### src/rtl/mcpf_pkg.sv
`timescale 1ns / 1ps
// Shared types, constants and the CRC-16 byte update for the motor command framer.
// Used by every module of the block; depends on nothing.
package mcpf_pkg;

    // Configuration register indexes
    localparam logic [7:0] CFG_DEV_ADDR  = 8'd0;
    localparam logic [7:0] CFG_SPD_CODE  = 8'd1;
    localparam logic [7:0] CFG_RST_CODE  = 8'd2;

    // Configuration reset values
    localparam logic [7:0] DEV_ADDR_RST  = 8'd128;
    localparam logic [7:0] SPD_CODE_RST  = 8'd37;
    localparam logic [7:0] RST_CODE_RST  = 8'd20;

    // Command opcodes
    localparam logic OP_SPEED = 1'b0;
    localparam logic OP_RESET = 1'b1;

    // CRC-16 generator polynomial (init zero, MSB first)
    localparam logic [15:0] CRC_POLY = 16'h1021;

    // Byte positions inside a packet
    localparam logic [3:0] POS_ADDR     = 4'd0;
    localparam logic [3:0] POS_CODE     = 4'd1;
    localparam logic [3:0] POS_M1_B3    = 4'd2;
    localparam logic [3:0] POS_M1_B2    = 4'd3;
    localparam logic [3:0] POS_M1_B1    = 4'd4;
    localparam logic [3:0] POS_M1_B0    = 4'd5;
    localparam logic [3:0] POS_M2_B3    = 4'd6;
    localparam logic [3:0] POS_M2_B2    = 4'd7;
    localparam logic [3:0] POS_M2_B1    = 4'd8;
    localparam logic [3:0] POS_M2_B0    = 4'd9;
    localparam logic [3:0] LAST_SPEED   = 4'd11;
    localparam logic [3:0] LAST_RESET   = 4'd3;

    // Input item
    typedef struct packed {
        logic               opcode;
        logic signed [31:0] motor1_speed;
        logic signed [31:0] motor2_speed;
    } t_cmd_in;

    // Result item
    typedef struct packed {
        logic [7:0] tx_byte;
        logic       last_byte;
    } t_res_out;

    // Classified command held between front and back
    typedef struct packed {
        logic        is_reset;
        logic [3:0]  last_pos;
        logic [31:0] m1;
        logic [31:0] m2;
    } t_cmd;

    // Configuration register file contents
    typedef struct packed {
        logic [7:0] dev_addr;
        logic [7:0] spd_code;
        logic [7:0] rst_code;
    } t_cfg;

    // Handshake between front queue and back serializer
    typedef struct packed {
        logic valid;
        t_cmd cmd;
    } t_cmd_hs;

    // Feed one byte into the CRC, MSB first
    function automatic logic [15:0] crc_feed(input logic [15:0] crc, input logic [7:0] b);
        logic [15:0] c;
        c = crc ^ {b, 8'h00};
        for (int i = 0; i < 8; i++) begin
            if (c[15]) begin
                c = {c[14:0], 1'b0} ^ CRC_POLY;
            end else begin
                c = {c[14:0], 1'b0};
            end
        end
        return c;
    endfunction

endpackage

### src/rtl/mcpf_front.sv
`timescale 1ns / 1ps
// Front end: accepts commands, classifies them and holds them in a two-entry queue.
// Depends on mcpf_pkg.
module mcpf_front (
    input  logic              i_clk,
    input  logic              i_rst_n,
    input  logic              push,
    input  mcpf_pkg::t_cmd_in i_cmd,
    output logic              full,
    output mcpf_pkg::t_cmd_hs o_hs,
    input  logic              i_hs_pop
);
    import mcpf_pkg::*;

    t_cmd        r_mem [2];
    logic        r_wp, n_wp;
    logic        r_rp, n_rp;
    logic [1:0]  r_cnt, n_cnt;
    t_cmd        w_cls;
    logic        w_wr;
    logic        w_rd;

    // Classify the incoming command
    always_comb begin
        w_cls.is_reset = (i_cmd.opcode == OP_RESET);
        w_cls.last_pos = (i_cmd.opcode == OP_RESET) ? LAST_RESET : LAST_SPEED;
        w_cls.m1       = i_cmd.motor1_speed;
        w_cls.m2       = i_cmd.motor2_speed;
    end

    assign full  = (r_cnt == 2'd2);
    assign w_wr  = push && !full;
    assign w_rd  = i_hs_pop && (r_cnt != 2'd0);

    // Advance pointers and count
    always_comb begin
        n_wp  = w_wr ? ~r_wp : r_wp;
        n_rp  = w_rd ? ~r_rp : r_rp;
        n_cnt = r_cnt + {1'b0, w_wr} - {1'b0, w_rd};
    end

    always_ff @(posedge i_clk) begin
        if (!i_rst_n) begin
            r_wp  <= 1'b0;
            r_rp  <= 1'b0;
            r_cnt <= 2'd0;
        end else begin
            r_wp  <= n_wp;
            r_rp  <= n_rp;
            r_cnt <= n_cnt;
        end
    end

    // Store the accepted command
    always_ff @(posedge i_clk) begin
        if (w_wr) begin
            r_mem[r_wp] <= w_cls;
        end
    end

    assign o_hs.valid = (r_cnt != 2'd0);
    assign o_hs.cmd   = r_mem[r_rp];

endmodule

### src/rtl/mcpf_back.sv
`timescale 1ns / 1ps
// Back end: serializes one command, runs the CRC and buffers the bytes in a
// two-entry result queue, a byte per cycle when not full. Depends on mcpf_pkg.
module mcpf_back (
    input  logic               i_clk,
    input  logic               i_rst_n,
    input  mcpf_pkg::t_cfg     i_cfg,
    input  mcpf_pkg::t_cmd_hs  i_hs,
    output logic               o_hs_pop,
    output logic               empty,
    input  logic               pop,
    output mcpf_pkg::t_res_out o_res
);
    import mcpf_pkg::*;

    logic [3:0]  r_pos, n_pos;
    logic [15:0] r_crc, n_crc;
    t_res_out    r_obuf [2];
    logic        r_owp, n_owp;
    logic        r_orp, n_orp;
    logic [1:0]  r_ocnt, n_ocnt;
    logic        w_rd;
    logic        w_emit;
    logic        w_last;
    logic        w_crc_hi;
    logic [7:0]  w_data;
    logic [7:0]  w_byte;
    t_res_out    w_res;

    assign w_rd   = pop && (r_ocnt != 2'd0);
    assign w_emit = i_hs.valid && ((r_ocnt != 2'd2) || w_rd);

    assign w_last   = (r_pos == i_hs.cmd.last_pos);
    assign w_crc_hi = (r_pos == (i_hs.cmd.last_pos - 4'd1));

    // Select the data byte for the current position
    always_comb begin
        case (r_pos)
            POS_ADDR:  w_data = i_cfg.dev_addr;
            POS_CODE:  w_data = i_hs.cmd.is_reset ? i_cfg.rst_code : i_cfg.spd_code;
            POS_M1_B3: w_data = i_hs.cmd.m1[31:24];
            POS_M1_B2: w_data = i_hs.cmd.m1[23:16];
            POS_M1_B1: w_data = i_hs.cmd.m1[15:8];
            POS_M1_B0: w_data = i_hs.cmd.m1[7:0];
            POS_M2_B3: w_data = i_hs.cmd.m2[31:24];
            POS_M2_B2: w_data = i_hs.cmd.m2[23:16];
            POS_M2_B1: w_data = i_hs.cmd.m2[15:8];
            POS_M2_B0: w_data = i_hs.cmd.m2[7:0];
            default:   w_data = 8'h00;
        endcase
    end

    // Pick data or CRC byte and flag the final one
    always_comb begin
        if (w_last) begin
            w_byte = r_crc[7:0];
        end else if (w_crc_hi) begin
            w_byte = r_crc[15:8];
        end else begin
            w_byte = w_data;
        end
        w_res.tx_byte   = w_byte;
        w_res.last_byte = w_last;
    end

    // Advance position and CRC; clear CRC at packet start
    always_comb begin
        n_pos = r_pos;
        n_crc = r_crc;
        if (w_emit) begin
            n_pos = w_last ? POS_ADDR : (r_pos + 4'd1);
            if (!w_last && !w_crc_hi) begin
                n_crc = crc_feed((r_pos == POS_ADDR) ? 16'h0000 : r_crc, w_data);
            end
        end
    end

    assign o_hs_pop = w_emit && w_last;

    // Result queue pointers
    always_comb begin
        n_owp  = w_emit ? ~r_owp : r_owp;
        n_orp  = w_rd ? ~r_orp : r_orp;
        n_ocnt = r_ocnt + {1'b0, w_emit} - {1'b0, w_rd};
    end

    always_ff @(posedge i_clk) begin
        if (!i_rst_n) begin
            r_pos  <= POS_ADDR;
            r_crc  <= 16'h0000;
            r_owp  <= 1'b0;
            r_orp  <= 1'b0;
            r_ocnt <= 2'd0;
        end else begin
            r_pos  <= n_pos;
            r_crc  <= n_crc;
            r_owp  <= n_owp;
            r_orp  <= n_orp;
            r_ocnt <= n_ocnt;
        end
    end

    // Hold the emitted beat
    always_ff @(posedge i_clk) begin
        if (w_emit) begin
            r_obuf[r_owp] <= w_res;
        end
    end

    assign empty = (r_ocnt == 2'd0);
    assign o_res = r_obuf[r_orp];

endmodule

### src/rtl/motor_command_packet_framer.sv
`timescale 1ns / 1ps
// Motor command packet framer. Each accepted command becomes one packet of bytes on the
// result queue: a speed command gives 12 beats (address, command code, motor 1 and motor 2
// speeds big-endian, CRC high, CRC low), an encoder reset gives 4 beats (address, code, CRC
// high, CRC low); last_byte marks the CRC low byte. The CRC is CRC-16 polynomial 0x1021,
// initial value zero, restarted for every packet. The serializer emits one byte per cycle
// while the result queue has room; a two-entry command queue in front lets new commands
// arrive while a packet is still going out. cfg_ready is always high.
// Depends on mcpf_pkg, mcpf_front and mcpf_back.
module motor_command_packet_framer (
    input  logic               i_clk,
    input  logic               i_rst_n,
    input  logic               push,
    output logic               full,
    input  mcpf_pkg::t_cmd_in  i_cmd,
    output logic               empty,
    input  logic               pop,
    output mcpf_pkg::t_res_out o_res,
    input  logic               i_cfg_valid,
    output logic               o_cfg_ready,
    input  logic [7:0]         i_cfg_index,
    input  logic [7:0]         i_cfg_data
);
    import mcpf_pkg::*;

    t_cfg    r_cfg, n_cfg;
    t_cmd_hs w_hs;
    logic    w_hs_pop;

    assign o_cfg_ready = 1'b1;

    // Decode configuration writes; drop unknown indexes
    always_comb begin
        n_cfg = r_cfg;
        if (i_cfg_valid) begin
            case (i_cfg_index)
                CFG_DEV_ADDR: n_cfg.dev_addr = i_cfg_data;
                CFG_SPD_CODE: n_cfg.spd_code = i_cfg_data;
                CFG_RST_CODE: n_cfg.rst_code = i_cfg_data;
                default:      n_cfg = r_cfg;
            endcase
        end
    end

    always_ff @(posedge i_clk) begin
        if (!i_rst_n) begin
            r_cfg.dev_addr <= DEV_ADDR_RST;
            r_cfg.spd_code <= SPD_CODE_RST;
            r_cfg.rst_code <= RST_CODE_RST;
        end else begin
            r_cfg <= n_cfg;
        end
    end

    mcpf_front u_front (
        .i_clk    (i_clk),
        .i_rst_n  (i_rst_n),
        .push     (push),
        .i_cmd    (i_cmd),
        .full     (full),
        .o_hs     (w_hs),
        .i_hs_pop (w_hs_pop)
    );

    mcpf_back u_back (
        .i_clk    (i_clk),
        .i_rst_n  (i_rst_n),
        .i_cfg    (r_cfg),
        .i_hs     (w_hs),
        .o_hs_pop (w_hs_pop),
        .empty    (empty),
        .pop      (pop),
        .o_res    (o_res)
    );

endmodule

### config.mk
export PLATFORM = sky130hd
export DESIGN_NAME = motor_command_packet_framer
export DESIGN_NICKNAME = d
export VERILOG_FILES = /design/src/rtl/mcpf_pkg.sv /design/src/rtl/mcpf_front.sv /design/src/rtl/mcpf_back.sv /design/src/rtl/motor_command_packet_framer.sv
export SDC_FILE = /design/constraint.sdc
export NUM_CORES = 1
export LEC_CHECK = 0
export CORE_AREA = 2 2 132 134
export DETAILED_ROUTE_END_ITERATION = 10
export DIE_AREA = 0 0 134 136
export DONT_BUFFER_PORTS = 1
export PLACE_DENSITY_LB_ADDON = 0.2
export SLEW_MARGIN = 30
export SYNTH_ARGS = -nofsm -noshare
export SYNTH_HDL_FRONTEND = slang
export SYNTH_SLANG_ARGS = --single-unit
### constraint.sdc
create_clock -name i_clk -period 10.1 [get_ports i_clk]
set_clock_uncertainty 0.2 [all_clocks]
set_input_delay 1.515 -clock i_clk [delete_from_list [all_inputs] [get_ports i_clk]]
set_output_delay 1.515 -clock i_clk [all_outputs]
set_load 0.01 [all_outputs]
==> flow_summary.html <==
<table>
<tr><th>Metric</th><th>Value</th></tr>
<tr><th colspan="2">Routing</th></tr>
<tr><td>Violation count after the first detailed-routing iteration</td><td>429</td></tr>
<tr><td>Final wirelength</td><td>~18 mm</td></tr>
<tr><td>Antenna violation net count after detailed routing</td><td>0</td></tr>
<tr><td>Via count normalized by instance count</td><td>5.75</td></tr>
<tr><td>Via Count</td><td>5165</td></tr>
<tr><td>DRC violation count after routing</td><td>0</td></tr>
<tr><td>Count of TritonRoute iterations in the first routing pass</td><td>4</td></tr>
<tr><td>Routed len/inst</td><td>19.9 µm</td></tr>
<tr><th colspan="2">Status</th></tr>
<tr><td>Outcome</td><td>completed</td></tr>
<tr><th colspan="2">Timing</th></tr>
<tr><td>Final critical delay including setup and external delays</td><td>approximately 3500 ps</td></tr>
<tr><td>Max Clock Freq</td><td>0.284 GHz</td></tr>
<tr><td>Hold Violations, Final</td><td>0</td></tr>
<tr><td>Final sum of negative setup slack</td><td>0 ps</td></tr>
<tr><td>RSZ-0062 raised after global routing</td><td>false</td></tr>
<tr><td>Fraction of the cycle the final worst path needs</td><td>0.348</td></tr>
<tr><td>Minimum hold slack</td><td>248 ps</td></tr>
<tr><td>Max-Slew Margin vs Limit</td><td>0.334</td></tr>
<tr><td>Final setup slack of the worst path</td><td>6580 ps</td></tr>
<tr><td>Worst Tran Pin Value</td><td>992 ps</td></tr>
<tr><td>Final Max Tran Viols</td><td>0</td></tr>
<tr><td>Final setup vio count</td><td>0</td></tr>
<tr><th colspan="2">Floorplanning</th></tr>
<tr><td>Chip height</td><td>136 µm</td></tr>
<tr><td>I/O pin total</td><td>98</td></tr>
<tr><td>Placeable core region</td><td>roughly 17000 µm²</td></tr>
<tr><td>Initial Utilization</td><td>0.516</td></tr>
<tr><td>Num rows</td><td>between 40 and 50</td></tr>
<tr><td>Die boundary width</td><td>approximately 130 µm</td></tr>
<tr><td>Die outline area</td><td>around 18000 µm²</td></tr>
<tr><th colspan="2">Flow run</th></tr>
<tr><td>Max-capacitance violation count</td><td>0</td></tr>
<tr><th colspan="2">Clock tree</th></tr>
<tr><td>Number of sinks handled by clock tree synthesis</td><td>204</td></tr>
<tr><td>Longest Clk Path Bufs</td><td>3</td></tr>
<tr><td>Number of instances resized during post-cts repair</td><td>0</td></tr>
<tr><td>Clk slew on worst S/H paths</td><td>60 ps</td></tr>
<tr><td>Worst skew pair latency</td><td>500 ps</td></tr>
<tr><td>Clock root buffer master</td><td>clkbuf_16</td></tr>
<tr><td>Number of buffers inserted during clock tree synthesis</td><td>21</td></tr>
<tr><td>H-tree lvl count</td><td>1</td></tr>
<tr><td>Post-CTS Setup Repair Bufs</td><td>0</td></tr>
<tr><td>Hold_buf cts</td><td>0</td></tr>
<tr><td>CTS tree</td><td>yes</td></tr>
<tr><th colspan="2">Worst setup path</th></tr>
<tr><td>Worst Setup Path Type</td><td>flip-flop to flip-flop</td></tr>
<tr><td>Type of element launching the critical path</td><td>flip-flop</td></tr>
<tr><td>Critical path peak fanout</td><td>8</td></tr>
<tr><td>Critical register-to-register path endpoint</td><td>u_back.r_crc[14]</td></tr>
<tr><td>Data required time at the worst endpoint</td><td>around 10000 ps</td></tr>
<tr><td>Worst reg2reg startpoint</td><td>u_back.r_pos[0]</td></tr>
<tr><td>Number of cells traversed by the worst register-to-register path</td><td>9</td></tr>
<tr><td>Critical Path AT</td><td>3710 ps</td></tr>
<tr><td>CP endpoint kind</td><td>flip-flop</td></tr>
<tr><td>Slack of the worst reg-to-reg path</td><td>6580 ps</td></tr>
<tr><th colspan="2">Placed design</th></tr>
<tr><td>Worst-case setup slack after placement</td><td>6220 ps</td></tr>
<tr><td>Number of port buffers</td><td>0</td></tr>
<tr><td>Final weighted congestion of routability-driven global placement</td><td>0.812</td></tr>
<tr><td>Post-detailed-placement half-perimeter wirelength</td><td>11.6 mm</td></tr>
<tr><th colspan="2">Cells and area</th></tr>
<tr><td>Commonest non-fill, non-tap cells in the layout</td><td>edfxtp_1 (150), mux2i_1 (81), nand2_1 (54)</td></tr>
<tr><td>Post-route core utilization</td><td>0.572</td></tr>
<tr><td>Layout cells sized above 1</td><td>0.113</td></tr>
<tr><td>Relative area change from synthesis to final layout</td><td>10.9%</td></tr>
<tr><td>Count of nets after finishing</td><td>753</td></tr>
<tr><td>Commonest non-fill, non-tap cell in the layout</td><td>edfxtp_1</td></tr>
<tr><td>Ant diodes</td><td>0</td></tr>
<tr><th colspan="2">Global routing</th></tr>
<tr><td>Largest net degree at the start of global routing</td><td>67</td></tr>
<tr><td>Total congestion overflow</td><td>0</td></tr>
<tr><td>Number of global-route vias before repair</td><td>between 5000 and 6000</td></tr>
<tr><td>First-pass GRT wire length</td><td>27.7 mm</td></tr>
<tr><td>Gr usage total</td><td>0.198</td></tr>
<tr><td>Number of antenna violations at the first check in global routing</td><td>0</td></tr>
<tr><th colspan="2">Yosys</th></tr>
<tr><td>Sequential share of the synthesized area</td><td>0.641</td></tr>
<tr><td>Instance count of the mapped netlist</td><td>661</td></tr>
<tr><td>Syn Nets</td><td>755</td></tr>
<tr><td>Post-synth design cell area</td><td>8710 µm²</td></tr>
<tr><td>Count of different cell masters after synthesis</td><td>57</td></tr>
<tr><td>Fraction of synthesis flops using an asynchronous set or reset pin</td><td>0</td></tr>
<tr><td>Top flip-flop cell by instance count after synthesis</td><td>edfxtp_1</td></tr>
<tr><td>Avg Cell Area, Syn</td><td>13.2 µm²</td></tr>
<tr><td>Number of warning messages in the yosys log</td><td>0</td></tr>
<tr><td>#FFs+latches synth</td><td>204</td></tr>
<tr><td>Number of enable flip-flop cells after synthesis</td><td>150</td></tr>
<tr><th colspan="2">Power and ir drop</th></tr>
<tr><td>Pwr Total</td><td>2.20 mW</td></tr>
<tr><td>Cell area power density</td><td>~230 nW/µm²</td></tr>
<tr><td>Leakage</td><td>about 3.2 nW</td></tr>
<tr><td>Max VDD drop</td><td>0.147 mV</td></tr>
<tr><th colspan="2">Hold path</th></tr>
<tr><td>Hold endpoint</td><td>r_cfg[16]</td></tr>
<tr><td>Classification of the worst-slack hold path</td><td>flip-flop to flip-flop</td></tr>
<tr><td>Worst hold stages</td><td>2</td></tr>
<tr><td>Hold wc startpoint</td><td>r_cfg[16]</td></tr>
</table>
through the flow:
step | std cells | cell area (µm²)
global placement | 861 | 8870
global route | 898 | 9660
floorplan | 661 | 8710
CTS | 898 | 9660
detailed placement | 861 | 8870
finish | 898 | 9660
routing by layer:
metal,vias up,track usage,wire length [µm]
li1,2476,-,-
met1,2513,0.246,7250
met2,157,0.337,8910
met3,19,0.0593,1510
met4,0,0.0550,246
met5,-,0,0
critical path: stages (launching register included):
cell and delay [ps]:
dfxtp_1 400, inv_1 120, ha_1 240, nand3b_1 500, o22ai_1 200, a2111oi_1 720, a21oi_1 260, a211o_1 360
and2_4 190, o311ai_2 230
final cells by class:
class | count | area [µm²]
Tap cell | 225 | 282
Clock buffer | 21 | 526
Fill cell | 1344 | 7220
Multi-Input combinational cell | 404 | 2880
Sequential cell | 204 | 5590
Clock inverter | 16 | 258
Inverter | 23 | 86.3
Timing Repair Buffer | 5 | 41.3
power breakdown:
part           internal, mW  switching [mW]  total (mW)
Clock                 0.558           0.309       0.867
Combinational         0.109           0.186       0.295
Sequential             1.00          0.0350        1.03
Total                  1.67           0.529        2.20
sequential cells by signal (all words and copies together) (netlist names), named ones only:
signal,count
u_front.r_mem,132
r_cfg,24
u_back.r_obuf,18
u_back.r_crc,16
u_back.r_pos,4
u_back.r_ocnt,2
u_front.r_cnt,2
u_back.r_orp,1
u_back.r_owp,1
u_front.r_rp,1
u_front.r_wp,1
cell usage after synthesis, types with 2 or more instances:
| cell type | n | share of area |
|---|---|---|
| o311ai_2 | 4 | 0.0075 |
| xor2_1 | 7 | 0.0070 |
| nor2_1 | 51 | 0.022 |
| o22a_1 | 5 | 0.0050 |
| buf_8 | 2 | 0.0034 |
| edfxtp_1 | 150 | 0.52 |
| nand2_1 | 54 | 0.023 |
| a21oi_1 | 22 | 0.013 |
| clkbuf_1 | 13 | 0.0056 |
| nand4_1 | 6 | 0.0043 |
| or3b_2 | 2 | 0.0020 |
| a211o_1 | 5 | 0.0050 |
| and2_4 | 2 | 0.0020 |
| inv_1 | 23 | 0.0099 |
| and2_1 | 6 | 0.0043 |
| nand3_1 | 20 | 0.011 |
| ha_1 | 8 | 0.011 |
| buf_6 | 3 | 0.0039 |
| and3_1 | 6 | 0.0043 |
| o221ai_1 | 4 | 0.0040 |
| a311oi_1 | 3 | 0.0030 |
| nor3_1 | 11 | 0.0063 |
| mux2_2 | 15 | 0.019 |
| a211oi_2 | 2 | 0.0029 |
| nor3b_1 | 2 | 0.0017 |
| o211ai_1 | 9 | 0.0078 |
| nand3b_1 | 3 | 0.0026 |
| a2111o_1 | 3 | 0.0039 |
| o21ai_0 | 13 | 0.0075 |
| buf_1 | 6 | 0.0026 |
| or3_1 | 6 | 0.0043 |
| buf_4 | 5 | 0.0043 |
| a211oi_1 | 5 | 0.0043 |
| nand3b_2 | 3 | 0.0039 |
| o22ai_1 | 21 | 0.015 |
| xnor2_1 | 7 | 0.0070 |
| mux2i_1 | 81 | 0.093 |
| dfxtp_1 | 54 | 0.12 |
worst max path at each step:
stage	startpoint	end	slack, ps
floorplan	push	u_front.r_mem[0][0]	5050
global placement	pop	u_front.r_cnt[1]	6360
detailed placement	pop	u_front.r_cnt[1]	6220
CTS	flip-flop	u_back.r_crc[15]	6410
global route	u_back.r_pos[1]	u_back.r_crc[15]	6360
finish	u_back.r_pos[0]	u_back.r_crc[14]	6580
logic make-up (layout without fill, tap and decap cells):
| family | count (synthesis) | in the layout | share of synthesized area |
|---|---|---|---|
| buf+inv | 53 | 65 | 0.0303 |
| flops | 204 | 204 | 0.641 |
| mux | 97 | 97 | 0.114 |
| simple gates | 178 | 178 | 0.0978 |
| compound gates | 105 | 105 | 0.0884 |
| fa+ha+maj | 8 | 8 | 0.0115 |
| xor+xnor | 15 | 15 | 0.0167 |
| other cells | 1 | 1 | 0.000430 |
No activity file was read; power rests on OpenSTA's default activity.
